`config.mk`:
```
export PLATFORM = sky130hd
export DESIGN_NAME = imubw_out
export DESIGN_NICKNAME = d
export VERILOG_FILES = /design/src/rtl/core/imubw_pkg.sv /design/src/rtl/core/imubw_out.sv
export SDC_FILE = /design/constraint.sdc
export NUM_CORES = 1
export LEC_CHECK = 0
export BUFFER_PORTS_ARGS = -buffer_cell sky130_fd_sc_hd__buf_2
export CORE_MARGIN = 5
export CORE_UTILIZATION = 42
export DETAILED_ROUTE_END_ITERATION = 6
export PLACE_DENSITY_LB_ADDON = 0.1
export SETUP_SLACK_MARGIN = 0.15
export SKIP_LAST_GASP = 1
export SLEW_MARGIN = 20
export SYNTH_ARGS = -nofsm -noshare
export SYNTH_HDL_FRONTEND = slang
export SYNTH_SLANG_ARGS = --single-unit
```
`constraint.sdc`:
```
create_clock -name clk -period 1.67 [get_ports clk]
set_clock_uncertainty 0.05 [all_clocks]
set_input_delay 0.0835 -clock clk [delete_from_list [all_inputs] [get_ports clk]]
set_output_delay 0.0835 -clock clk [all_outputs]
set_load 0.03 [all_outputs]
```
`src/rtl/core/imubw_pkg.sv`:
```
// imubw_pkg: shared types, constants and saturation helpers for the imu biquad filter
// used by every module under rtl/core; depends on nothing else
package imubw_pkg;

  localparam int AXIS_COUNT     = 6;
  localparam int STAGE_COUNT    = 2;
  localparam int COEF_FRAC_BITS = 28;

  localparam int NUM_FIELDS   = 6;
  localparam int ACCEL_FIELDS = 3;
  localparam int NUM_REGS     = 6;
  localparam int CFG_ADDR_W   = $clog2(NUM_REGS);

  localparam int RAW_W   = 16;
  localparam int SCALE_W = 17;
  localparam int SIG_W   = 32;
  localparam int COEF_W  = 32;
  localparam int PROD_W  = COEF_W + SIG_W;
  localparam int RND_W   = PROD_W - COEF_FRAC_BITS;
  localparam int DELAY_W = 48;
  localparam int SUM_W   = DELAY_W + 3;
  localparam int OUT_W   = 16;
  localparam int DATA_W  = NUM_FIELDS * RAW_W;
  localparam int STG_W   = (STAGE_COUNT > 1) ? $clog2(STAGE_COUNT) : 1;

  localparam logic signed [SCALE_W-1:0] ACCEL_SCALE = 17'sd40168;
  localparam logic signed [SCALE_W-1:0] GYRO_SCALE  = 17'sd35764;

  localparam logic [CFG_ADDR_W-1:0] REG_S0_B0 = CFG_ADDR_W'(0);
  localparam logic [CFG_ADDR_W-1:0] REG_S0_A1 = CFG_ADDR_W'(1);
  localparam logic [CFG_ADDR_W-1:0] REG_S0_A2 = CFG_ADDR_W'(2);
  localparam logic [CFG_ADDR_W-1:0] REG_S1_B0 = CFG_ADDR_W'(3);
  localparam logic [CFG_ADDR_W-1:0] REG_S1_A1 = CFG_ADDR_W'(4);
  localparam logic [CFG_ADDR_W-1:0] REG_S1_A2 = CFG_ADDR_W'(5);

  localparam logic signed [COEF_W-1:0] RST_S0_B0 = 32'sd16612128;
  localparam logic signed [COEF_W-1:0] RST_S0_A1 = -32'sd281480350;
  localparam logic signed [COEF_W-1:0] RST_S0_A2 = 32'sd79495281;
  localparam logic signed [COEF_W-1:0] RST_S1_B0 = 32'sd20926155;
  localparam logic signed [COEF_W-1:0] RST_S1_A1 = -32'sd354582031;
  localparam logic signed [COEF_W-1:0] RST_S1_A2 = 32'sd169851729;

  typedef enum logic [1:0] {
    ST_IDLE,
    ST_PRIME,
    ST_FILT,
    ST_DONE
  } st_t;

  typedef enum logic [1:0] {
    COEF_B0,
    COEF_A1,
    COEF_A2
  } coef_sel_t;

  typedef enum logic [2:0] {
    ACT_NONE,
    ACT_P,
    ACT_PY,
    ACT_W1,
    ACT_W2
  } act_t;

  typedef struct packed {
    logic             load;
    coef_sel_t        coef_sel;
    act_t             act;
    logic [STG_W-1:0] stage;
  } ctl_t;

  typedef logic signed [SIG_W-1:0] sig_t;

  function automatic logic signed [DELAY_W-1:0] sat_delay(input logic signed [SUM_W-1:0] v);
    if (v[SUM_W-1:DELAY_W-1] == '0 || v[SUM_W-1:DELAY_W-1] == '1) begin
      return v[DELAY_W-1:0];
    end else if (v[SUM_W-1]) begin
      return {1'b1, {(DELAY_W-1){1'b0}}};
    end else begin
      return {1'b0, {(DELAY_W-1){1'b1}}};
    end
  endfunction

  function automatic logic signed [SIG_W-1:0] sat_sig(input logic signed [SUM_W-1:0] v);
    if (v[SUM_W-1:SIG_W-1] == '0 || v[SUM_W-1:SIG_W-1] == '1) begin
      return v[SIG_W-1:0];
    end else if (v[SUM_W-1]) begin
      return {1'b1, {(SIG_W-1){1'b0}}};
    end else begin
      return {1'b0, {(SIG_W-1){1'b1}}};
    end
  endfunction

endpackage

```
`src/rtl/core/imubw_out.sv`:
```
// imubw_out: merges lane results into one output item, rounds to the output unit
// and holds it in the output register; depends on imubw_pkg
module imubw_out
  import imubw_pkg::*;
(
  input  logic              clk,
  input  logic              rst,
  input  logic              load,
  input  sig_t              vals [NUM_FIELDS],
  input  logic              m_tready,
  output logic              m_tvalid,
  output logic [DATA_W-1:0] m_tdata,
  output logic              free
);

  localparam int EXT_W = SIG_W + 1;
  localparam int SHR_W = EXT_W - OUT_W;
  localparam logic signed [EXT_W-1:0] HALF_LSB = EXT_W'(1) <<< (OUT_W - 1);

  function automatic logic [OUT_W-1:0] to_out(input sig_t v);
    logic signed [EXT_W-1:0] e;
    logic signed [SHR_W-1:0] s;
    e = EXT_W'(v) + HALF_LSB;
    s = e[EXT_W-1:OUT_W];
    if (s[SHR_W-1:OUT_W-1] == '0 || s[SHR_W-1:OUT_W-1] == '1) begin
      return s[OUT_W-1:0];
    end else if (s[SHR_W-1]) begin
      return {1'b1, {(OUT_W-1){1'b0}}};
    end else begin
      return {1'b0, {(OUT_W-1){1'b1}}};
    end
  endfunction

  assign free = !m_tvalid || m_tready;

  always_ff @(posedge clk) begin
    if (rst) begin
      m_tvalid <= 1'b0;
    end else if (load) begin
      m_tvalid <= 1'b1;
    end else if (m_tready) begin
      m_tvalid <= 1'b0;
    end
  end

  always_ff @(posedge clk) begin
    if (load) begin
      for (int a = 0; a < NUM_FIELDS; a++) begin
        m_tdata[a*OUT_W +: OUT_W] <= to_out(vals[a]);
      end
    end
  end

  a_load_when_free: assert property (@(posedge clk) disable iff (rst)
    load |-> (!m_tvalid || m_tready))
    else $error("output register overwritten while an item waits");

endmodule

```
==> run summary <==
Clock Latency Late Sink: 0.34 ns
Post-Synth Simple-Gate Area: 0.255
# clock sinks: 97
Vias per cell: 5.43
Finished Core Util: 0.591
Vias in the first global route: 5661
Synth cell types: 70
Crit end category: flip-flop
Area leader, netlist: edfxtp_1
Largest family of logic cells by synthesized area: simple AND/OR/NAND/NOR gates
Syn Nets: 812
RSZ-0062 raised after global routing: false
Worst path buffer plus inverter count: 2
Routed len/inst: 15.8 µm
Synth Area in Compound Gates: 0.150
Multiplexer share of the synthesized area: 0.0110
DRT Wirelength: 17.3 mm
Initial antenna violation count: 1
Yosys reg bits: 97
Cells after synthesis: 610
Via count: 5921
Core ar.: 0.0139 mm²
Register area share after synthesis: 0.489
Detailed Place HPWL: 13.8 mm
Num rows: 43
CTS buffer count: 9
Tot Pwr: 0.00642 W
Root buf cell: clkbuf_16
Critical path required time: 1.81 ns
Final Non-Filler Cells: 1091
Lkg Pwr: 3.40 nW
Crit Path Class: in2reg
Final Hold Fails: 0
Worst slack at placement: -0.0476 ns
Port Buffers: 203
Placed cells: 1070
Max Root-Sink Buffers: 2
Cell Chain, Critical Path: buf_2, nand3_1, or3_1, buf_4, o21ai_0, o211ai_1, o21ai_1
Arr. time, crit path: 1.50 ns
Layout cell share with drive strength beyond 1: 0.373
H-tree Lvls: 3
Final WS setup: 0.312 ns
Post-Synth XOR/XNOR Area: 0.0620
Mapped Avg Cell Area: 9.72 µm²
Max VDD drop: 0.418 mV
Slew at the pin closest to its max-slew limit: 0.454 ns
Yosys warns: 0
Fin crit share: 0.813
Final slew viol count: 0
DIE AREA: 0.0166 mm²
Clock transition at path regs: 0.06 ns
DRC: 0
Period minus WS final: 1.36 ns
Final setup violation count: 0
HP Class: in2reg
PD cells: 783 mW/mm²
Starting Density: 0.427
Routed Antenna Nets: 0
Run status: finished, final reports clean
Relative slew margins: 0.696
Multi-input gate area: 0.00295 mm²
Largest net degree at the start of global routing: 44
Die Wd: 129 µm
Top-count cell post-synth: edfxtp_1
Ys async rst share: 0
Netlist Area Pre-Place: 0.00593 mm²
Cell family with the largest share of critical-path delay: simple AND/OR/NAND/NOR gates
First-pass GRT wire length: 27.1 mm
Placer Congestion: 0.912
Post-layout nets: 1107
Top_reg_cell synth: edfxtp_1
Slowest-stage cell, CP: or3_1
Synth Area in Adders: 0.0127
Fmax: 736 MHz
First-iteration detailed-routing DRC count: 492
Dominant cells by area after synthesis: edfxtp_1, nand2_1, nand3_1, o21ai_0, xnor2_1
Synth top area share: 0.486
Register cell area after layout: 0.00290 mm²
P&R area growth vs syn: 38.2%
DRT Pass-1 Iters: 7
Setup repair bufs after CTS: 0
Filler Cells Inserted: 1259
Commonest cells post-synth: edfxtp_1, nand2_1, nand3_1
Largest stage delay, worst path: 0.49 ns
Max-Cap Viols: 0
Gr usage total: 0.202
Total negative setup slack: 0 ns
Gr ovfl total: 0
CTS tree: yes
Ports: 294
Critical Path Fanout Max: 6
Crit start category: primary input
Post-synth EDFFs: 96
Die Y: 129 µm
==> flip-flops by register name, indices dropped and copies added, names as in the netlist <==
register  cells
m_tvalid      1
m_tdata      96
==> area by class of cell <==
cell class | instances | area share
antenna | 1 | 0.000305
clock buffer | 11 | 0.0284
clock inverter | 5 | 0.00671
inverter | 12 | 0.00549
multi-input combinational | 484 | 0.359
sequential | 97 | 0.354
tap | 180 | 0.0275
timing repair buffer | 301 | 0.218
==> stage by stage <==
step	cell area, µm²	hold slack [ns]
after global placement	7860	0.188
final	8200	0.0118
after CTS	8190	0.00184
after floorplan	5970	0.103
after detailed placement	7860	0.213
after global routing	8200	0.0265
==> cell usage in the layout, fill, tap and decap left out, types with 19 or more instances in the layout <==
cell and count:
nand3_1 52, edfxtp_1 96, nor2_1 43, o21ai_0 49, nand2_1 74, nor3_1 19
a21oi_1 36, buf_2 202, xnor2_1 22, xor2_1 20, buf_4 93
==> where the power goes <==
group	total (W)	internal, W	switching [W]
clock network	0.00204	0.00116	0.000881
logic	0.00141	0.000483	0.000925
registers	0.00297	0.00291	0.0000525
==> tightest hold or removal path: cells and delay by family <==
kind          cells  cell delay [ns]
simple gates      1             0.06
buf+inv           1             0.10
xor+xnor          1             0.06
==> timing repair <==
action / CTS / global route
setup endpoints to repair: 0 / 1
gates resized for setup: 0 / 1
hold buffers: 4 / 0
hold endpoints to repair: 3 / 0
==> cell families after synthesis <==
family / Yosys count
adders and majority gates: 6
DFF: 97
muxes: 6
and+or+nand+nor: 284
AOI/OAI and AO/OA: 146
buffers and inverters: 29
xor gates and xnor gates: 42
==> layer usage <==
metal  track usage  up-vias  part of all wire
met5             0        -                 0
met4        0.0686        0             0.018
met3        0.0365       21             0.069
met2         0.346      199              0.50
met1         0.259     2773              0.42
li1              -     2928                 -
==> path summary, 6_finish.rpt <==
path	start	to	slack [ns]	cells after the start
min reg2reg	m_tvalid	m_tvalid	1.04	3
max reg2reg	m_tvalid	m_tvalid	0.45	3
min	vals[23]	m_tdata[87]	0.01	3
max	vals[52]	m_tdata[72]	0.31	7
Power figures use the tool's default switching activity.
