**src/rtl/core/imubw_pkg.sv**
```systemverilog
// imubw_pkg: shared types, constants and saturation helpers for the imu biquad filter
// used by every module under rtl/core; depends on nothing else
package imubw_pkg;

  localparam int AXIS_COUNT     = 6;
  localparam int STAGE_COUNT    = 2;
  localparam int COEF_FRAC_BITS = 28;

  localparam int NUM_FIELDS   = 6;
  localparam int ACCEL_FIELDS = 3;
  localparam int NUM_REGS     = 6;
  localparam int CFG_ADDR_W   = $clog2(NUM_REGS);

  localparam int RAW_W   = 16;
  localparam int SCALE_W = 17;
  localparam int SIG_W   = 32;
  localparam int COEF_W  = 32;
  localparam int PROD_W  = COEF_W + SIG_W;
  localparam int RND_W   = PROD_W - COEF_FRAC_BITS;
  localparam int DELAY_W = 48;
  localparam int SUM_W   = DELAY_W + 3;
  localparam int OUT_W   = 16;
  localparam int DATA_W  = NUM_FIELDS * RAW_W;
  localparam int STG_W   = (STAGE_COUNT > 1) ? $clog2(STAGE_COUNT) : 1;

  localparam logic signed [SCALE_W-1:0] ACCEL_SCALE = 17'sd40168;
  localparam logic signed [SCALE_W-1:0] GYRO_SCALE  = 17'sd35764;

  localparam logic [CFG_ADDR_W-1:0] REG_S0_B0 = CFG_ADDR_W'(0);
  localparam logic [CFG_ADDR_W-1:0] REG_S0_A1 = CFG_ADDR_W'(1);
  localparam logic [CFG_ADDR_W-1:0] REG_S0_A2 = CFG_ADDR_W'(2);
  localparam logic [CFG_ADDR_W-1:0] REG_S1_B0 = CFG_ADDR_W'(3);
  localparam logic [CFG_ADDR_W-1:0] REG_S1_A1 = CFG_ADDR_W'(4);
  localparam logic [CFG_ADDR_W-1:0] REG_S1_A2 = CFG_ADDR_W'(5);

  localparam logic signed [COEF_W-1:0] RST_S0_B0 = 32'sd16612128;
  localparam logic signed [COEF_W-1:0] RST_S0_A1 = -32'sd281480350;
  localparam logic signed [COEF_W-1:0] RST_S0_A2 = 32'sd79495281;
  localparam logic signed [COEF_W-1:0] RST_S1_B0 = 32'sd20926155;
  localparam logic signed [COEF_W-1:0] RST_S1_A1 = -32'sd354582031;
  localparam logic signed [COEF_W-1:0] RST_S1_A2 = 32'sd169851729;

  typedef enum logic [1:0] {
    ST_IDLE,
    ST_PRIME,
    ST_FILT,
    ST_DONE
  } st_t;

  typedef enum logic [1:0] {
    COEF_B0,
    COEF_A1,
    COEF_A2
  } coef_sel_t;

  typedef enum logic [2:0] {
    ACT_NONE,
    ACT_P,
    ACT_PY,
    ACT_W1,
    ACT_W2
  } act_t;

  typedef struct packed {
    logic             load;
    coef_sel_t        coef_sel;
    act_t             act;
    logic [STG_W-1:0] stage;
  } ctl_t;

  typedef logic signed [SIG_W-1:0] sig_t;

  function automatic logic signed [DELAY_W-1:0] sat_delay(input logic signed [SUM_W-1:0] v);
    if (v[SUM_W-1:DELAY_W-1] == '0 || v[SUM_W-1:DELAY_W-1] == '1) begin
      return v[DELAY_W-1:0];
    end else if (v[SUM_W-1]) begin
      return {1'b1, {(DELAY_W-1){1'b0}}};
    end else begin
      return {1'b0, {(DELAY_W-1){1'b1}}};
    end
  endfunction

  function automatic logic signed [SIG_W-1:0] sat_sig(input logic signed [SUM_W-1:0] v);
    if (v[SUM_W-1:SIG_W-1] == '0 || v[SUM_W-1:SIG_W-1] == '1) begin
      return v[SIG_W-1:0];
    end else if (v[SUM_W-1]) begin
      return {1'b1, {(SIG_W-1){1'b0}}};
    end else begin
      return {1'b0, {(SIG_W-1){1'b1}}};
    end
  endfunction

endpackage

```
**src/rtl/core/imubw_lane.sv**
```systemverilog
// imubw_lane: one axis: input scaling, shared multiplier and biquad delay terms
// depends on imubw_pkg; driven by imubw_ctrl through ctl_t
module imubw_lane
  import imubw_pkg::*;
(
  input  logic                      clk,
  input  ctl_t                      ctl,
  input  logic signed [COEF_W-1:0]  coef,
  input  logic signed [RAW_W-1:0]   raw,
  input  logic signed [SCALE_W-1:0] scale,
  input  logic                      enable,
  output sig_t                      result
);

  localparam int SCALED_W = RAW_W + SCALE_W;
  localparam logic signed [PROD_W-1:0] ROUND_HALF = PROD_W'(1) <<< (COEF_FRAC_BITS - 1);

  sig_t                      v;
  logic signed [PROD_W-1:0]  prod;
  logic signed [PROD_W-1:0]  prod_q;
  logic signed [PROD_W-1:0]  prod_r;
  logic signed [RND_W-1:0]   rnd;
  logic signed [RND_W-1:0]   p;
  logic signed [DELAY_W-1:0] w1 [STAGE_COUNT];
  logic signed [DELAY_W-1:0] w2 [STAGE_COUNT];
  logic signed [SCALED_W-1:0] scaled;
  logic signed [SUM_W-1:0]   rnd_e, p_e, w1_e, w2_e;
  logic signed [SUM_W-1:0]   w1_sum, w2_sum;

  // round half up, then floor shift
  function automatic logic signed [PROD_W-1:0] prod_r_calc(input logic signed [PROD_W-1:0] x);
    return (x + ROUND_HALF) >>> COEF_FRAC_BITS;
  endfunction

  assign scaled = SCALED_W'(raw) * SCALED_W'(scale);
  assign prod   = coef * v;
  assign prod_r = prod_r_calc(prod_q);

  assign rnd_e  = SUM_W'(rnd);
  assign p_e    = SUM_W'(p);
  assign w1_e   = SUM_W'(w1[ctl.stage]);
  assign w2_e   = SUM_W'(w2[ctl.stage]);
  assign w1_sum = (p_e <<< 1) - rnd_e + w2_e;
  assign w2_sum = p_e - rnd_e;

  // product register; the rounded product is registered in the cycle after
  always_ff @(posedge clk) begin
    prod_q <= prod;
  end

  always_ff @(posedge clk) begin
    rnd <= prod_r[RND_W-1:0];
    if (ctl.load) begin
      v <= scaled[SIG_W-1:0];
    end
    if (enable) begin
      case (ctl.act)
        ACT_P:  p <= rnd;
        ACT_PY: begin
          p <= rnd;
          v <= sat_sig(SUM_W'(rnd) + w1_e);
        end
        ACT_W1: w1[ctl.stage] <= sat_delay(w1_sum);
        ACT_W2: w2[ctl.stage] <= sat_delay(w2_sum);
        default: ;
      endcase
    end
  end

  assign result = v;

endmodule

```
**config.mk**
```make
export PLATFORM = sky130hd
export DESIGN_NAME = imubw_lane
export DESIGN_NICKNAME = d
export VERILOG_FILES = /design/src/rtl/core/imubw_pkg.sv /design/src/rtl/core/imubw_lane.sv
export SDC_FILE = /design/constraint.sdc
export NUM_CORES = 2
export LEC_CHECK = 0
export BUFFER_PORTS_ARGS = -buffer_cell sky130_fd_sc_hd__buf_2
export CAP_MARGIN = 20
export CORE_UTILIZATION = 53
export DETAILED_ROUTE_END_ITERATION = 10
export PLACE_DENSITY = 0.72
export SYNTH_ARGS = -nofsm -noshare
export SYNTH_HDL_FRONTEND = slang
export SYNTH_SLANG_ARGS = --single-unit
```
**constraint.sdc**
```tcl
create_clock -name clk -period 12.1 [get_ports clk]
set_input_delay 2.42 -clock clk [delete_from_list [all_inputs] [get_ports clk]]
set_output_delay 2.42 -clock clk [all_outputs]
set_load 0.02 [all_outputs]
```
==> qor.txt <==
RSZ-0062 raised after global routing = no
Finished Cell Area = 0.06692 mm2
# DRC = 0
slowest CP cell = buf_2
routed vias/inst = 5.572
status = finished, final reports clean
DRT antenna net count = 0
Reg-to-Reg Start = result[6]
H-tree levels = 2
xor/xnor cell area share of the yosys netlist = 0.03040
CTS tree = yes
Area Growth Syn to Fin = 5.103%
R2R setup slack = 2.93 ns
asr flop ratio synth = 0
reg2reg end = prod_q[61]
sequential-to-total area share from yosys stat = 0.1302
area of the die = 0.1215 mm2
WHS Endpoint = rnd[35]
Pre-antenna DRT Iters = 6
endpoints failing hold = 0
R2R depth = 29
# rows = 126
dpl cell area = 0.06571 mm2
Max Cap Violations = 0
CORE AREA = 0.1186 mm2
Crit Path Max Fanout = 32
DPL Wire Length = 127500 um
Sink Count = 311
clk buf depth = 3
count of flip-flops with a built-in enable after synthesis = 206
post_cts resized = 0
ANT cells = 0
post-synth cell types = 85
top_reg_cell synth = edfxtp_1
Crit path top cell by count = fa_1
initial DRC count = 3207
RD Place Congestion = 0.9205
Clock Tree Root = clkbuf_16
Hold Path Class = register to register
syn_area_per_cell = 9.674 um2
CP Data Arrival Time = 10.94 ns
largest family of logic cells by synthesized area = adder cells
Fillers = 10334
chip width = 348.6 um
vias in the first global route = 48983
fin. max-slew vios = 0
Port Buffer Count = 103
Reg clk slew, reported paths = 0.06 ns
Worst slew margin = 0.1979
WP data required = 12.57 ns
Post-Route Setup TNS = 0 ns
Die Ht = 348.6 um
mapped cell area = 0.06367 mm2
io pins = 106
All-Layer GR Usage = 0.2810
Post-Syn Nets = 8431
minimum clock period = 10.47 ns
post-synthesis adder-cell area fraction = 0.5127
HP Start = prod_q[63]
FMAX = 95.49 MHz
crit start category = primary input
starting density of the core = 0.5371
post-synthesis compound-gate area fraction = 0.06459
wire per inst = 20.19 um
Hold Worst Slack = 0.4422 ns
worst-skew pair later-pin latency = 0.54 ns
Final nets = 8363
mux cell area share after synthesis = 0.01816
hold path depth = 1
Setup Viol. Count Final = 0
layout cells sized above 1 = 0.04803
detailed-route via count = 45345
GRT overflow = 0
hold_buf cts = 0
CP Capture Type = register
total CTS buffers = 35
setup bufs post-CTS = 0
DRT Wirelength = 164300 um
simple-gate share of the synthesized area = 0.1440
Worst Skew = 0.03129 ns
post-route clock period utilization = 0.8655
largest net degree at the start of global routing = 51
initial antenna violation count = 5
Yosys warning count = 0
CP peak stage delay = 0.68 ns
WS Path Type = primary input to register
Worst Tran Pin Value = 1.201 ns
first-pass GRT wire length = 265500 um
cells after synthesis = 6582
Seq cells post-synth = 311
[cells in the mapped netlist (12+ instances only)]
cell type	instances	area, um2
a211oi_1	23	172.7
a21o_1	104	780.8
a21oi_1	190	950.9
a31oi_1	20	125.1
and2_1	634	3966
and3_1	28	175.2
buf_1	12	45.04
clkbuf_1	261	979.7
dfxtp_1	105	2102
edfxtp_1	206	6186
fa_1	1390	27830
ha_1	385	4817
inv_1	1415	5311
mux2_2	52	585.6
mux2i_1	57	570.6
nand2_1	749	2811
nand2b_1	47	294.0
nand3_1	57	285.3
nand4_1	31	193.9
nor2_1	165	619.3
nor2b_1	37	231.5
nor3_1	28	140.1
o21a_1	25	187.7
o21ai_0	134	670.6
o21bai_1	22	165.2
xnor2_1	152	1331
xor2_1	69	604.3
[stage by stage]
step / utilization / cells / worst slack [ns]
after floorplan: - / 6582 / 2.375
after global placement: 0.5541 / 8072 / 1.309
after detailed placement: 0.5542 / 8074 / 1.237
after CTS: 0.5638 / 8135 / 1.769
after global routing: 0.5645 / 8138 / 1.335
final: 0.5645 / 8138 / 1.628
[logic make-up after synthesis]
| logic type | Yosys count |
|---|---|
| buffers and inverters | 1693 |
| AO/OA/AOI/OAI | 640 |
| XOR/XNOR | 221 |
| AND/OR/NAND/NOR | 1833 |
| flip-flops | 311 |
| multiplexers | 109 |
| adder cells (fa/ha/maj) | 1775 |
[metal layers]
metal | GRT usage | vias up | wire length (um)
li1 | - | 19831 | -
met1 | 0.3822 | 23254 | 67070
met2 | 0.4581 | 1844 | 77230
met3 | 0.04988 | 410 | 14070
met4 | 0.08924 | 6 | 5903
met5 | 0 | - | 34
[state kept, by name, summed over array words and instances (netlist names)]
name    count
w2         74
rnd        36
prod_q     37
p          36
result     32
w1         96
[how the worst max path moves through the flow]
stage / from / to / slack (ns) / depth (start not counted)
CTS: coef[12] / prod_q[61] / 1.77 / 29
detailed placement: coef[12] / prod_q[61] / 1.24 / 29
floorplan: coef[31] / prod_q[61] / 2.37 / 28
finish: coef[9] / prod_q[61] / 1.63 / 30
global placement: coef[12] / prod_q[61] / 1.31 / 29
global route: coef[12] / prod_q[61] / 1.33 / 29
[placed cells by master, fill, tap and decap left out, types with 104 or more instances in the layout]
cell type	n
a21o_1	104
xnor2_1	152
nor2_1	161
and2_1	634
a21oi_1	190
o21ai_0	133
fa_1	1390
dfxtp_1	105
edfxtp_1	206
nand2_1	749
ha_1	385
inv_1	1415
[worst max-delay path, delay by kind of cell]
kind / cells / cell delay (ns)
buf+inv: 8 / 1.29
compound gates: 11 / 2.63
fa+ha+maj: 9 / 4.23
xor+xnor: 1 / 0.13
simple gates: 1 / 0.20
[final cells by class]
| class | count | area, um2 | area share |
|---|---|---|---|
| well taps | 1600 | 2002 | 0.02991 |
| repair buffers | 173 | 1124 | 0.01679 |
| inverters | 1415 | 5311 | 0.07937 |
| clock inverters | 16 | 196.4 | 0.002935 |
| multi-input cells | 4578 | 49070 | 0.7332 |
| clock buffers | 45 | 933.4 | 0.01395 |
| flip-flops and latches | 311 | 8288 | 0.1238 |
Power is left out: the tool's default activity adds up to more than one toggle a clock period on the data nets, which glitch-free logic cannot reach.
