**src/rtl/core/imubw_pkg.sv**
```systemverilog
// imubw_pkg: shared types, constants and saturation helpers for the imu biquad filter
// used by every module under rtl/core; depends on nothing else
package imubw_pkg;

  localparam int AXIS_COUNT     = 6;
  localparam int STAGE_COUNT    = 2;
  localparam int COEF_FRAC_BITS = 28;

  localparam int NUM_FIELDS   = 6;
  localparam int ACCEL_FIELDS = 3;
  localparam int NUM_REGS     = 6;
  localparam int CFG_ADDR_W   = $clog2(NUM_REGS);

  localparam int RAW_W   = 16;
  localparam int SCALE_W = 17;
  localparam int SIG_W   = 32;
  localparam int COEF_W  = 32;
  localparam int PROD_W  = COEF_W + SIG_W;
  localparam int RND_W   = PROD_W - COEF_FRAC_BITS;
  localparam int DELAY_W = 48;
  localparam int SUM_W   = DELAY_W + 3;
  localparam int OUT_W   = 16;
  localparam int DATA_W  = NUM_FIELDS * RAW_W;
  localparam int STG_W   = (STAGE_COUNT > 1) ? $clog2(STAGE_COUNT) : 1;

  localparam logic signed [SCALE_W-1:0] ACCEL_SCALE = 17'sd40168;
  localparam logic signed [SCALE_W-1:0] GYRO_SCALE  = 17'sd35764;

  localparam logic [CFG_ADDR_W-1:0] REG_S0_B0 = CFG_ADDR_W'(0);
  localparam logic [CFG_ADDR_W-1:0] REG_S0_A1 = CFG_ADDR_W'(1);
  localparam logic [CFG_ADDR_W-1:0] REG_S0_A2 = CFG_ADDR_W'(2);
  localparam logic [CFG_ADDR_W-1:0] REG_S1_B0 = CFG_ADDR_W'(3);
  localparam logic [CFG_ADDR_W-1:0] REG_S1_A1 = CFG_ADDR_W'(4);
  localparam logic [CFG_ADDR_W-1:0] REG_S1_A2 = CFG_ADDR_W'(5);

  localparam logic signed [COEF_W-1:0] RST_S0_B0 = 32'sd16612128;
  localparam logic signed [COEF_W-1:0] RST_S0_A1 = -32'sd281480350;
  localparam logic signed [COEF_W-1:0] RST_S0_A2 = 32'sd79495281;
  localparam logic signed [COEF_W-1:0] RST_S1_B0 = 32'sd20926155;
  localparam logic signed [COEF_W-1:0] RST_S1_A1 = -32'sd354582031;
  localparam logic signed [COEF_W-1:0] RST_S1_A2 = 32'sd169851729;

  typedef enum logic [1:0] {
    ST_IDLE,
    ST_PRIME,
    ST_FILT,
    ST_DONE
  } st_t;

  typedef enum logic [1:0] {
    COEF_B0,
    COEF_A1,
    COEF_A2
  } coef_sel_t;

  typedef enum logic [2:0] {
    ACT_NONE,
    ACT_P,
    ACT_PY,
    ACT_W1,
    ACT_W2
  } act_t;

  typedef struct packed {
    logic             load;
    coef_sel_t        coef_sel;
    act_t             act;
    logic [STG_W-1:0] stage;
  } ctl_t;

  typedef logic signed [SIG_W-1:0] sig_t;

  function automatic logic signed [DELAY_W-1:0] sat_delay(input logic signed [SUM_W-1:0] v);
    if (v[SUM_W-1:DELAY_W-1] == '0 || v[SUM_W-1:DELAY_W-1] == '1) begin
      return v[DELAY_W-1:0];
    end else if (v[SUM_W-1]) begin
      return {1'b1, {(DELAY_W-1){1'b0}}};
    end else begin
      return {1'b0, {(DELAY_W-1){1'b1}}};
    end
  endfunction

  function automatic logic signed [SIG_W-1:0] sat_sig(input logic signed [SUM_W-1:0] v);
    if (v[SUM_W-1:SIG_W-1] == '0 || v[SUM_W-1:SIG_W-1] == '1) begin
      return v[SIG_W-1:0];
    end else if (v[SUM_W-1]) begin
      return {1'b1, {(SIG_W-1){1'b0}}};
    end else begin
      return {1'b0, {(SIG_W-1){1'b1}}};
    end
  endfunction

endpackage

```
**src/rtl/core/imubw_ctrl.sv**
```systemverilog
// imubw_ctrl: sequencer that steps all lanes through priming and the biquad cascade
// depends on imubw_pkg
module imubw_ctrl
  import imubw_pkg::*;
(
  input  logic clk,
  input  logic rst,
  input  logic in_valid,
  input  logic primed,
  input  logic out_free,
  output logic in_ready,
  output ctl_t ctl,
  output logic prime_done,
  output logic out_load
);

  // priming schedule, one stage
  localparam logic [2:0] P_MUL_B0 = 3'd0;
  localparam logic [2:0] P_MUL_A2 = 3'd1;
  localparam logic [2:0] P_MUL_A1 = 3'd2;
  localparam logic [2:0] P_W2     = 3'd3;
  localparam logic [2:0] P_W1     = 3'd4;
  // filter schedule, one stage
  localparam logic [2:0] F_MUL_B0 = 3'd0;
  localparam logic [2:0] F_WAIT   = 3'd1;
  localparam logic [2:0] F_Y      = 3'd2;
  localparam logic [2:0] F_MUL_A1 = 3'd3;
  localparam logic [2:0] F_MUL_A2 = 3'd4;
  localparam logic [2:0] F_W1     = 3'd5;
  localparam logic [2:0] F_W2     = 3'd6;

  localparam logic [STG_W-1:0] STG_LAST = STG_W'(STAGE_COUNT - 1);

  st_t              state, state_next;
  logic [2:0]       sub;
  logic [STG_W-1:0] stg;
  logic             in_accept;

  assign in_ready  = (state == ST_IDLE);
  assign in_accept = in_valid && in_ready;

  always_comb begin
    state_next = state;
    case (state)
      ST_IDLE: begin
        if (in_accept) begin
          state_next = primed ? ST_FILT : ST_PRIME;
        end
      end
      ST_PRIME: begin
        if (sub == P_W1 && stg == STG_LAST) begin
          state_next = ST_FILT;
        end
      end
      ST_FILT: begin
        if (sub == F_W2 && stg == STG_LAST) begin
          state_next = ST_DONE;
        end
      end
      ST_DONE: begin
        if (out_free) begin
          state_next = ST_IDLE;
        end
      end
      default: state_next = ST_IDLE;
    endcase
  end

  always_comb begin
    ctl.load     = 1'b0;
    ctl.coef_sel = COEF_B0;
    ctl.act      = ACT_NONE;
    ctl.stage    = stg;
    prime_done   = 1'b0;
    out_load     = 1'b0;
    case (state)
      ST_IDLE: begin
        ctl.load = in_accept;
      end
      ST_PRIME: begin
        case (sub)
          P_MUL_B0: ctl.coef_sel = COEF_B0;
          P_MUL_A2: ctl.coef_sel = COEF_A2;
          P_MUL_A1: begin
            ctl.coef_sel = COEF_A1;
            ctl.act      = ACT_P;
          end
          P_W2: ctl.act = ACT_W2;
          P_W1: begin
            ctl.act    = ACT_W1;
            prime_done = (stg == STG_LAST);
          end
          default: ctl.act = ACT_NONE;
        endcase
      end
      ST_FILT: begin
        case (sub)
          F_MUL_B0: ctl.coef_sel = COEF_B0;
          F_WAIT:   ctl.act = ACT_NONE;
          F_Y:      ctl.act = ACT_PY;
          F_MUL_A1: ctl.coef_sel = COEF_A1;
          F_MUL_A2: ctl.coef_sel = COEF_A2;
          F_W1:     ctl.act = ACT_W1;
          F_W2:     ctl.act = ACT_W2;
          default:  ctl.act = ACT_NONE;
        endcase
      end
      ST_DONE: begin
        out_load = out_free;
      end
      default: ctl.act = ACT_NONE;
    endcase
  end

  always_ff @(posedge clk) begin
    if (rst) begin
      state <= ST_IDLE;
      sub   <= '0;
      stg   <= '0;
    end else begin
      state <= state_next;
      if (state_next != state) begin
        sub <= '0;
        stg <= '0;
      end else if ((state == ST_PRIME && sub == P_W1) || (state == ST_FILT && sub == F_W2)) begin
        sub <= '0;
        stg <= stg + STG_W'(1);
      end else if (state == ST_PRIME || state == ST_FILT) begin
        sub <= sub + 3'd1;
      end
    end
  end

  a_accept_starts: assert property (@(posedge clk) disable iff (rst)
    in_accept |=> (state == ST_PRIME || state == ST_FILT) && sub == '0 && stg == '0)
    else $error("accepted item did not start the sequence");

  a_prime_to_filt: assert property (@(posedge clk) disable iff (rst)
    prime_done |=> state == ST_FILT && sub == '0 && stg == '0)
    else $error("priming did not hand over to filtering");

  a_sub_range: assert property (@(posedge clk) disable iff (rst)
    (state == ST_PRIME |-> sub <= P_W1) and (state == ST_FILT |-> sub <= F_W2))
    else $error("schedule step out of range");

endmodule

```
**config.mk**
```make
export PLATFORM = sky130hd
export DESIGN_NAME = imubw_ctrl
export DESIGN_NICKNAME = d
export VERILOG_FILES = /design/src/rtl/core/imubw_pkg.sv /design/src/rtl/core/imubw_ctrl.sv
export SDC_FILE = /design/constraint.sdc
export NUM_CORES = 1
export LEC_CHECK = 0
export BUFFER_PORTS_ARGS = -buffer_cell sky130_fd_sc_hd__buf_2
export CORE_MARGIN = 4
export CORE_UTILIZATION = 40
export DETAILED_ROUTE_END_ITERATION = 10
export PLACE_DENSITY_LB_ADDON = 0.12
export SYNTH_ARGS = -nofsm -noshare
export SYNTH_HDL_FRONTEND = slang
export SYNTH_SLANG_ARGS = --single-unit
```
**constraint.sdc**
```tcl
create_clock -name clk -period 1.7 [get_ports clk]
set_input_delay 0 -clock clk [delete_from_list [all_inputs] [get_ports clk]]
set_output_delay 0 -clock clk [all_outputs]
set_load 0.02 [all_outputs]
```
==> results.sh, run 1 <==
export IMPL_cp_cell_sequence="inv_4 -> ha_4 -> and2_4 -> a311o_1 -> o32ai_2 -> o211ai_2 -> nor3_2"
export IMPL_vias_per_cell=5.554
export IMPL_clk_latency_ns=0.24
export IMPL_power_total_mw=1.350
export IMPL_setup_viol=0
export IMPL_fin_ws_ns=0.04242
export IMPL_yosys_warnings=0
export IMPL_syn_num_nets=96
export IMPL_rows=14
export IMPL_path_class="register to register"
export IMPL_initial_core_util_pct=42.45
export IMPL_synth_top_area_share_pct=19.34
export IMPL_cp_depth=7
export IMPL_root_buffer="clkbuf_4"
export IMPL_diodes=0
export IMPL_max_cap_viol_count=0
export IMPL_slew_viol_final=0
export IMPL_crit_required_ns=1.86
export IMPL_fmax_ghz=0.6033
export IMPL_final_cells=121
export IMPL_max_stage_delay_ns=0.36
export IMPL_ys_seq_area_share_pct=18.57
export IMPL_h_tree_depth=1
export IMPL_setup_tns_ns=0
export IMPL_path_buf_inv=1
export IMPL_p_leak_nw=0.3726
export IMPL_critPathTopFamily="compound AO/OA/AOI/OAI gates"
export IMPL_drive_gt1_share_pct=47.62
export IMPL_drt_wl_total_um=1586
export IMPL_utilization_pct=58.21
export IMPL_end_kind="register"
export IMPL_mostFrequentLayoutCell="buf_2"
export IMPL_final_cell_area_sq_um=887.1
export IMPL_drt_pass1_iterations=4
export IMPL_rrSetupSlack_ns=0.04
export IMPL_syn_area_sq_um=646.9
export IMPL_place_gp_congestion=0.8079
export IMPL_slew_headroom_pct=76.26
export IMPL_dieArea_sq_um=2325
export IMPL_chipWidth_um=48.22
export IMPL_area_growth_pct=37.14
export IMPL_ys_ff_latch=6
export IMPL_grt_pass1_wl_um=2435
export IMPL_hold_path_class="input pin to register"
export IMPL_nets=122
export IMPL_place_ws_ns=0.02171
export IMPL_rsz0062_at_grt="yes"
export IMPL_cp_endpoint="sub[2]$_SDFFE_PP0P_"
export IMPL_fin_skew_ns=0.003085
export IMPL_arrival_ns=1.82
export IMPL_clock_sinks=6
export IMPL_r2r_cells=7
export IMPL_min_period_ns=1.658
export IMPL_io_pins=15
export IMPL_reg2reg_from="state[1]$_SDFF_PP0_"
export IMPL_dpl_hpwl_um=1259
export IMPL_yosysUniqueCellTypes=32
export IMPL_cts_buffer_depth=2
export IMPL_ant_nets=0
export IMPL_grt_usage_pct=14.91
export IMPL_outcome="finished, final reports clean"
export IMPL_num_vias=672
export IMPL_clkTransAtPathRegs_ns=0.04
export IMPL_slowest_stage="dfxtp_4"
export IMPL_dpl_cell_area_sq_um=789.5
export IMPL_io_buffer_count=14
export IMPL_postSynthAreaPerCell_sq_um=7.986
export IMPL_irDropWorstVdd_v=0.001025
export IMPL_wl_per_cell_um=13.11
export IMPL_whs_ns=0.1023
export IMPL_cts_buffers=3
export IMPL_grt_pass1_vias=592
export IMPL_startpoint="state[1]$_SDFF_PP0_"
export IMPL_worstPathMaxFanout=5
export IMPL_drtIter0Drc=6
export IMPL_grt_ovfl_total=0
export IMPL_synth_area_leaders="ha_1 19%, dfxtp_1 19%, nand2_1 4.6%"
export IMPL_final_hold_violation_count=0
export IMPL_grt_antenna_before_repair=0
export IMPL_n_fill_cell=141
export IMPL_final_cell_mix="13 x buf_2, 10 x buf_4, 8 x nand2_1"
export IMPL_syn_inst=81
export IMPL_start_kind="register"
export IMPL_tightest_slew_ns=0.3529
export IMPL_place_inst=115
export IMPL_timing_rr_end="sub[2]$_SDFFE_PP0P_"
export IMPL_fin_crit_sh_pct=97.50
export IMPL_coreArea_sq_um=1524
export IMPL_tritoncts="yes"
export IMPL_post_route_drc_count=0
export IMPL_grt_max_degree=11
export IMPL_fp_dieH_um=48.22
export IMPL_cellPowerDensity_nw_per_um2=1522
export IMPL_synth_top_area_cell="ha_1"
[routing by layer]
layer	track usage (%)	up-vias	share of wire, %
met5	0	-	0
met4	8.065	0	1.8
met3	1.107	4	3.3
met2	22.66	11	47
met1	20.70	318	47
li1	-	339	-
[worst register-to-register path, cell delays in order, from the launching register on]
cell	delay, ns
dfxtp_4	0.36
inv_4	0.05
ha_4	0.17
and2_4	0.14
a311o_1	0.35
o32ai_2	0.14
o211ai_2	0.17
nor3_2	0.19
[cells in the mapped netlist (all sizes together)]
cell type / n
a21bo: 1
a21boi: 3
or3: 1
a32oi: 2
nand2: 8
o21a: 3
o21ai: 3
a21oi: 5
buf: 3
mux2: 1
nor3: 4
mux2i: 1
a31o: 1
a31oi: 1
and2: 3
o211ai: 2
a311o: 1
nand3: 3
o32ai: 1
nor2: 4
a21o: 1
inv: 6
ha: 10
nor4: 1
xnor2: 2
nand4: 1
dfxtp: 6
nor2b: 3
[what timing repair did]
action | in CTS | in global routing
hold endpoints to repair | 1 | 0
gates resized for setup | 0 | 18
setup endpoints to repair | 0 | 8
setup buffers | 0 | 2
hold buffers | 1 | 0
[where the power goes]
part / leakage [nW] / internal [mW] / total (mW) / switching, mW
clock: 0.0138 / 0.0797 / 0.128 / 0.0485
combinational: 0.308 / 0.461 / 0.983 / 0.522
sequential: 0.0509 / 0.190 / 0.239 / 0.0496
total: 0.373 / 0.730 / 1.35 / 0.620
[registers in the layout (all words and copies together), names as in the netlist]
name	flops
sub	3
stg	1
state	2
[layout make-up]
class                           count  area, sq um  area share [%]
Clock buffer                        3        22.52           2.539
Inverter                            6        27.53           3.103
Multi-Input combinational cell     66        539.3           60.79
Sequential cell                     6        127.6           14.39
Tap cell                           16        20.02           2.257
Timing Repair Buffer               24        150.1           16.93
[cells by family (layout without fill, tap and decap cells)]
group / count (synthesis) / count (layout) / synth area share [%]
buffers and inverters: 9 / 33 / 5.995
adders and majority gates: 10 / 10 / 19.34
and+or+nand+nor: 28 / 28 / 21.86
DFF: 6 / 6 / 18.57
xor gates and xnor gates: 2 / 2 / 2.708
AOI/OAI and AO/OA: 24 / 24 / 28.24
muxes: 2 / 2 / 3.288
[worst min-delay path by stage]
stage          startpoint             endpoint  slack [ns]  cells past startpoint
3_3_place_gp          rst  state[0]$_SDFF_PP0_        0.24                      2
2_1_floorplan         rst  state[0]$_SDFF_PP0_        0.07                      1
5_1_grt            primed  state[1]$_SDFF_PP0_        0.11                      3
3_5_place_dp          rst  state[0]$_SDFF_PP0_        0.24                      2
6_report           primed  state[1]$_SDFF_PP0_        0.10                      3
4_1_cts            primed  state[1]$_SDFF_PP0_        0.09                      3
(Power assumes the default switching activity.)
==> inputs of run 2 (changes only) <==
Settings changed: CELL_PAD_IN_SITES_DETAIL_PLACEMENT set to 0, CELL_PAD_IN_SITES_GLOBAL_PLACEMENT set to 2, CORE_ASPECT_RATIO set to 0.8, CORE_UTILIZATION 40 to 26, SLEW_MARGIN set to 20.
==> run 2 against run 1 <==
- via count rose by 0.74%
- first-iteration DRC count rose by 130%
- flip-flop and latch count did not move
- sequential share of layout area fell by 0.94 points
- largest power group unchanged
==> results.sh, run 2 (synthesis results as in run 1) <==
export IMPL_outcome="finished, final reports clean"
export IMPL_num_vias=677
export IMPL_largest_reg_flops=3
export IMPL_cts_buffers=3
export IMPL_root_buffer="clkbuf_4"
export IMPL_post_route_drc_count=0
export IMPL_wl_met1_um=895
export IMPL_path_class="register to register"
export IMPL_diodes=0
export IMPL_final_hold_violation_count=0
export IMPL_met3_length_um=94
export IMPL_io_buffer_count=14
export IMPL_wl_per_cell_um=12.37
export IMPL_cellPowerDensity_nw_per_um2=1515
export IMPL_drtIter0Drc=14
export IMPL_drt_pass1_iterations=4
export IMPL_p_leak_nw=0.3986
export IMPL_tightest_slew_ns=0.3228
export IMPL_clk_latency_ns=0.25
export IMPL_nets=127
export IMPL_grt_usage_pct=10.56
export IMPL_fin_crit_sh_pct=98.02
export IMPL_initial_core_util_pct=28.72
export IMPL_drt_wl_total_um=1670
export IMPL_fin_ws_ns=0.03364
export IMPL_crit_required_ns=1.85
export IMPL_top_regs="sub x3, state x2, stg x1"
export IMPL_end_kind="register"
export IMPL_mostFrequentLayoutCell="buf_4"
export IMPL_grt_ovfl_total=0
export IMPL_fin_skew_ns=0.009447
export IMPL_regMostFlops="sub"
export IMPL_cts_buffer_depth=2
export IMPL_io_pins=15
export IMPL_startpoint="state[1]$_SDFF_PP0_"
export IMPL_worstPathMaxFanout=5
export IMPL_topRoutingLayerUsed="met4"
export IMPL_clkTransAtPathRegs_ns=0.05
export IMPL_power_total_mw=1.452
export IMPL_coreArea_sq_um=2252
export IMPL_grt_pass1_vias=636
export IMPL_slew_viol_final=0
export IMPL_routed_wl_met2_um=669
export IMPL_final_cell_mix="16 x buf_4, 11 x buf_2, 6 x nand2_1"
export IMPL_min_period_ns=1.666
export IMPL_chipWidth_um=63.77
export IMPL_clock_sinks=6
export IMPL_dpl_hpwl_um=1343
export IMPL_ant_nets=0
export IMPL_rows=15
export IMPL_whs_ns=0.06474
export IMPL_reg2reg_from="state[1]$_SDFF_PP0_"
export IMPL_h_tree_depth=1
export IMPL_place_ws_ns=0.0006833
export IMPL_dieArea_sq_um=3355
export IMPL_rsz0062_at_grt="yes"
export IMPL_grt_pass1_wl_um=2739
export IMPL_irDropWorstVdd_v=0.0007141
export IMPL_max_cap_viol_count=0
export IMPL_area_growth_pct=48.16
export IMPL_slew_headroom_pct=78.28
export IMPL_fmax_ghz=0.6001
export IMPL_fp_dieH_um=52.62
export IMPL_arrival_ns=1.82
export IMPL_hold_start="primed"
export IMPL_final_cell_area_sq_um=958.4
export IMPL_start_kind="register"
export IMPL_vias_per_cell=5.015
export IMPL_grt_antenna_before_repair=0
export IMPL_hold_path_class="input pin to register"
export IMPL_drive_gt1_share_pct=52.73
export IMPL_place_gp_congestion=0.7553
export IMPL_tritoncts="yes"
export IMPL_dpl_cell_area_sq_um=830.8
export IMPL_setup_viol=0
export IMPL_n_fill_cell=240
export IMPL_grt_max_degree=11
==> run 2: what timing repair did <==
item                                   in CTS  in global routing
setup endpoints to repair                   5                  8
pin swaps                                   3                  6
setup buffers                               0                  3
hold buffers                                1                  0
endpoints found under the hold margin       1                  0
gates resized for setup                     2                 25
==> run 2: where the power goes <==
| part | switching [mW] | leakage [nW] | internal (mW) |
|---|---|---|---|
| clock | 0.0539 | 0.0138 | 0.0801 |
| sequential | 0.0583 | 0.0513 | 0.191 |
| combinational | 0.521 | 0.334 | 0.548 |
| total | 0.633 | 0.399 | 0.819 |
==> run 2: worst paths after layout <==
check,end,slack (ns),depth (start not counted)
min,state[1]$_SDFF_PP0_,0.06,3
min reg2reg,sub[1]$_SDFFE_PP0P_,0.58,2
max reg2reg,sub[2]$_SDFFE_PP0P_,0.03,7
max,sub[2]$_SDFFE_PP0P_,0.03,7
==> run 2: cell type report <==
cell class                 instances  area [sq um]  share of cell area, %
tap                               25         31.28                  3.264
clock buffer                       3         22.52                  2.350
inverter                           6         30.03                  3.133
sequential                         6         128.9                  13.45
timing repair buffer              29         196.4                  20.50
multi-input combinational         66         549.3                  57.31
==> run 2: critical path, cell delays in order, from the launching register on <==
cell	delay, ns
dfxtp_4	0.38
inv_6	0.05
ha_4	0.17
and2_4	0.14
a311o_1	0.35
o32ai_2	0.13
o211ai_2	0.17
nor3_1	0.18
==> run 2: routing by layer <==
metal | vias to the layer above | global-route usage (%)
met5 | - | 0
met4 | 0 | 3.226
met3 | 2 | 3.219
met2 | 15 | 15.60
met1 | 311 | 14.54
li1 | 349 | -
==> run 2: through the flow <==
step | instances | TNS, ns | utilization, %
floorplan | 81 | 0 | -
global placement | 128 | 0 | 36.89
detailed placement | 128 | 0 | 36.89
CTS | 132 | 0 | 38.56
global route | 135 | -0.07819 | 42.56
finish | 135 | 0 | 42.56
==> inputs of run 3 (changes only) <==
Settings changed: RECOVER_POWER set to 100.
==> run 3 against run 2 <==
- first-iteration DRC count unchanged
- routed wire length increased by 0.24%
- critical path depth unchanged
- flip-flop and latch count unchanged
- worst setup slack got worse by 0.0028 ns
- sequential power about the same
- clock power about the same
==> results.sh, run 3 (synthesis results as in run 1) <==
export IMPL_outcome="finished, final reports clean"
export IMPL_tightest_slew_ns=0.3225
export IMPL_dieArea_sq_um=3355
export IMPL_grt_met3_usage_pct=3.219
export IMPL_io_buffer_count=14
export IMPL_diodes=0
export IMPL_rows=15
export IMPL_rsz0062_at_grt="yes"
export IMPL_power_total_mw=1.452
export IMPL_setup_viol=0
export IMPL_drt_pass1_iterations=4
export IMPL_tritoncts="yes"
export IMPL_coreArea_sq_um=2252
export IMPL_worstPathMaxFanout=5
export IMPL_crit_required_ns=1.85
export IMPL_arrival_ns=1.82
export IMPL_path_buf_inv=1
export IMPL_max_stage_delay_ns=0.38
export IMPL_dpl_cell_area_sq_um=830.8
export IMPL_max_cap_viol_count=0
export IMPL_largest_reg_flops=3
export IMPL_place_gp_congestion=0.7553
export IMPL_grt_pass1_wl_um=2739
export IMPL_fin_skew_ns=0.009453
export IMPL_drive_gt1_share_pct=51.82
export IMPL_dpl_hpwl_um=1343
export IMPL_final_cell_mix="16 x buf_4, 10 x buf_2, 6 x nand2_1"
export IMPL_wl_per_cell_um=12.40
export IMPL_ant_nets=0
export IMPL_fmax_ghz=0.5991
export IMPL_mostFrequentLayoutCell="buf_4"
export IMPL_regMostFlops="sub"
export IMPL_setup_tns_ns=0
export IMPL_grt_util_met2_pct=15.60
export IMPL_p_leak_nw=0.3942
export IMPL_fp_dieH_um=52.62
export IMPL_cts_buffer_depth=2
export IMPL_end_kind="register"
export IMPL_slowest_stage="dfxtp_4"
export IMPL_clk_latency_ns=0.25
export IMPL_drt_wl_total_um=1674
export IMPL_io_pins=15
export IMPL_slew_headroom_pct=78.31
export IMPL_start_kind="register"
export IMPL_hold_path_class="input pin to register"
export IMPL_irDropWorstVdd_v=0.0007146
export IMPL_grt_use_met1_pct=14.54
export IMPL_num_vias=675
export IMPL_root_buffer="clkbuf_4"
export IMPL_area_growth_pct=47.97
export IMPL_grt_pass1_vias=636
export IMPL_grt_ovfl_total=0
export IMPL_top_regs="sub x3, state x2, stg x1"
export IMPL_post_route_drc_count=0
export IMPL_cts_buffers=3
export IMPL_cellPowerDensity_nw_per_um2=1517
export IMPL_final_hold_violation_count=0
export IMPL_clock_sinks=6
export IMPL_chipWidth_um=63.77
export IMPL_cp_cell_sequence="inv_6 -> ha_4 -> and2_4 -> a311o_1 -> o32ai_2 -> o211ai_2 -> nor3_1"
export IMPL_min_period_ns=1.669
export IMPL_vias_per_cell=5.000
export IMPL_grt_max_degree=11
export IMPL_clkTransAtPathRegs_ns=0.05
export IMPL_n_fill_cell=241
export IMPL_critPathTopFamily="compound AO/OA/AOI/OAI gates"
export IMPL_path_class="register to register"
export IMPL_drtIter0Drc=14
export IMPL_h_tree_depth=1
export IMPL_grt_busiest_layer="met2"
export IMPL_grt_usage_pct=10.56
export IMPL_fin_crit_sh_pct=98.19
export IMPL_slew_viol_final=0
export IMPL_initial_core_util_pct=28.72
export IMPL_nets=127
export IMPL_grt_antenna_before_repair=0
export IMPL_final_cell_area_sq_um=957.2
[run 3: cell types whose count changed in the layout (fill, tap and decap cells not counted)]
cell | before | now
buf_2 | 11 | 10
clkbuf_1 | 0 | 1
[run 3: final cells by class]
class                      instances  area, sq um  area share (%)
sequential                         6        128.9           13.46
multi-input combinational         66        549.3           57.39
inverter                           6        30.03           3.137
timing repair buffer              29        195.2           20.39
clock buffer                       3        22.52           2.353
tap                               25        31.28           3.268
[run 3: worst paths after layout]
path / startpoint / to / slack [ns] / cells past startpoint
worst max-delay path: state[1]$_SDFF_PP0_ / sub[2]$_SDFFE_PP0P_ / 0.03 / 7
worst min-delay path: primed / state[1]$_SDFF_PP0_ / 0.06 / 3
worst max register to register: state[1]$_SDFF_PP0_ / sub[2]$_SDFFE_PP0P_ / 0.03 / 7
worst min register to register: sub[1]$_SDFFE_PP0P_ / sub[1]$_SDFFE_PP0P_ / 0.58 / 2
[run 3: routing by layer]
metal,vias to the layer above,wire (um)
met5,-,0
met4,0,11
met3,2,94
met2,15,669
met1,309,898
li1,349,-
[run 3: tightest hold or removal path, stage by stage]
cell	delay (ns)
buf_2	0.10
nand3_2	0.10
a31oi_1	0.08
[run 3: stage by stage]
step / setup slack, ns / std cells / util, % / hold slack, ns
final: 0.03085 / 135 / 42.50 / 0.06406
after global placement: 0.03038 / 128 / 36.89 / 0.2540
after detailed placement: 0.0006833 / 128 / 36.89 / 0.2455
after global routing: -0.04316 / 135 / 42.50 / 0.06999
after CTS: 0.005849 / 132 / 38.56 / 0.05407
after floorplan: 0.02659 / 81 / - / 0.06939
[run 3: repair_timing]
action,4_1_cts,5_1_grt
endpoints found under the hold margin,1,0
cloned,0,0
buffers inserted,0,3
hold buffers,1,0
gates resized for setup,2,25
pin swaps,3,6
setup endpoints to repair,5,8
[run 3: report_power, final]
part | leakage [nW] | internal [mW] | switching (mW)
registers | 0.0513 | 0.191 | 0.0580
clock network | 0.0138 | 0.0801 | 0.0539
logic | 0.329 | 0.547 | 0.522
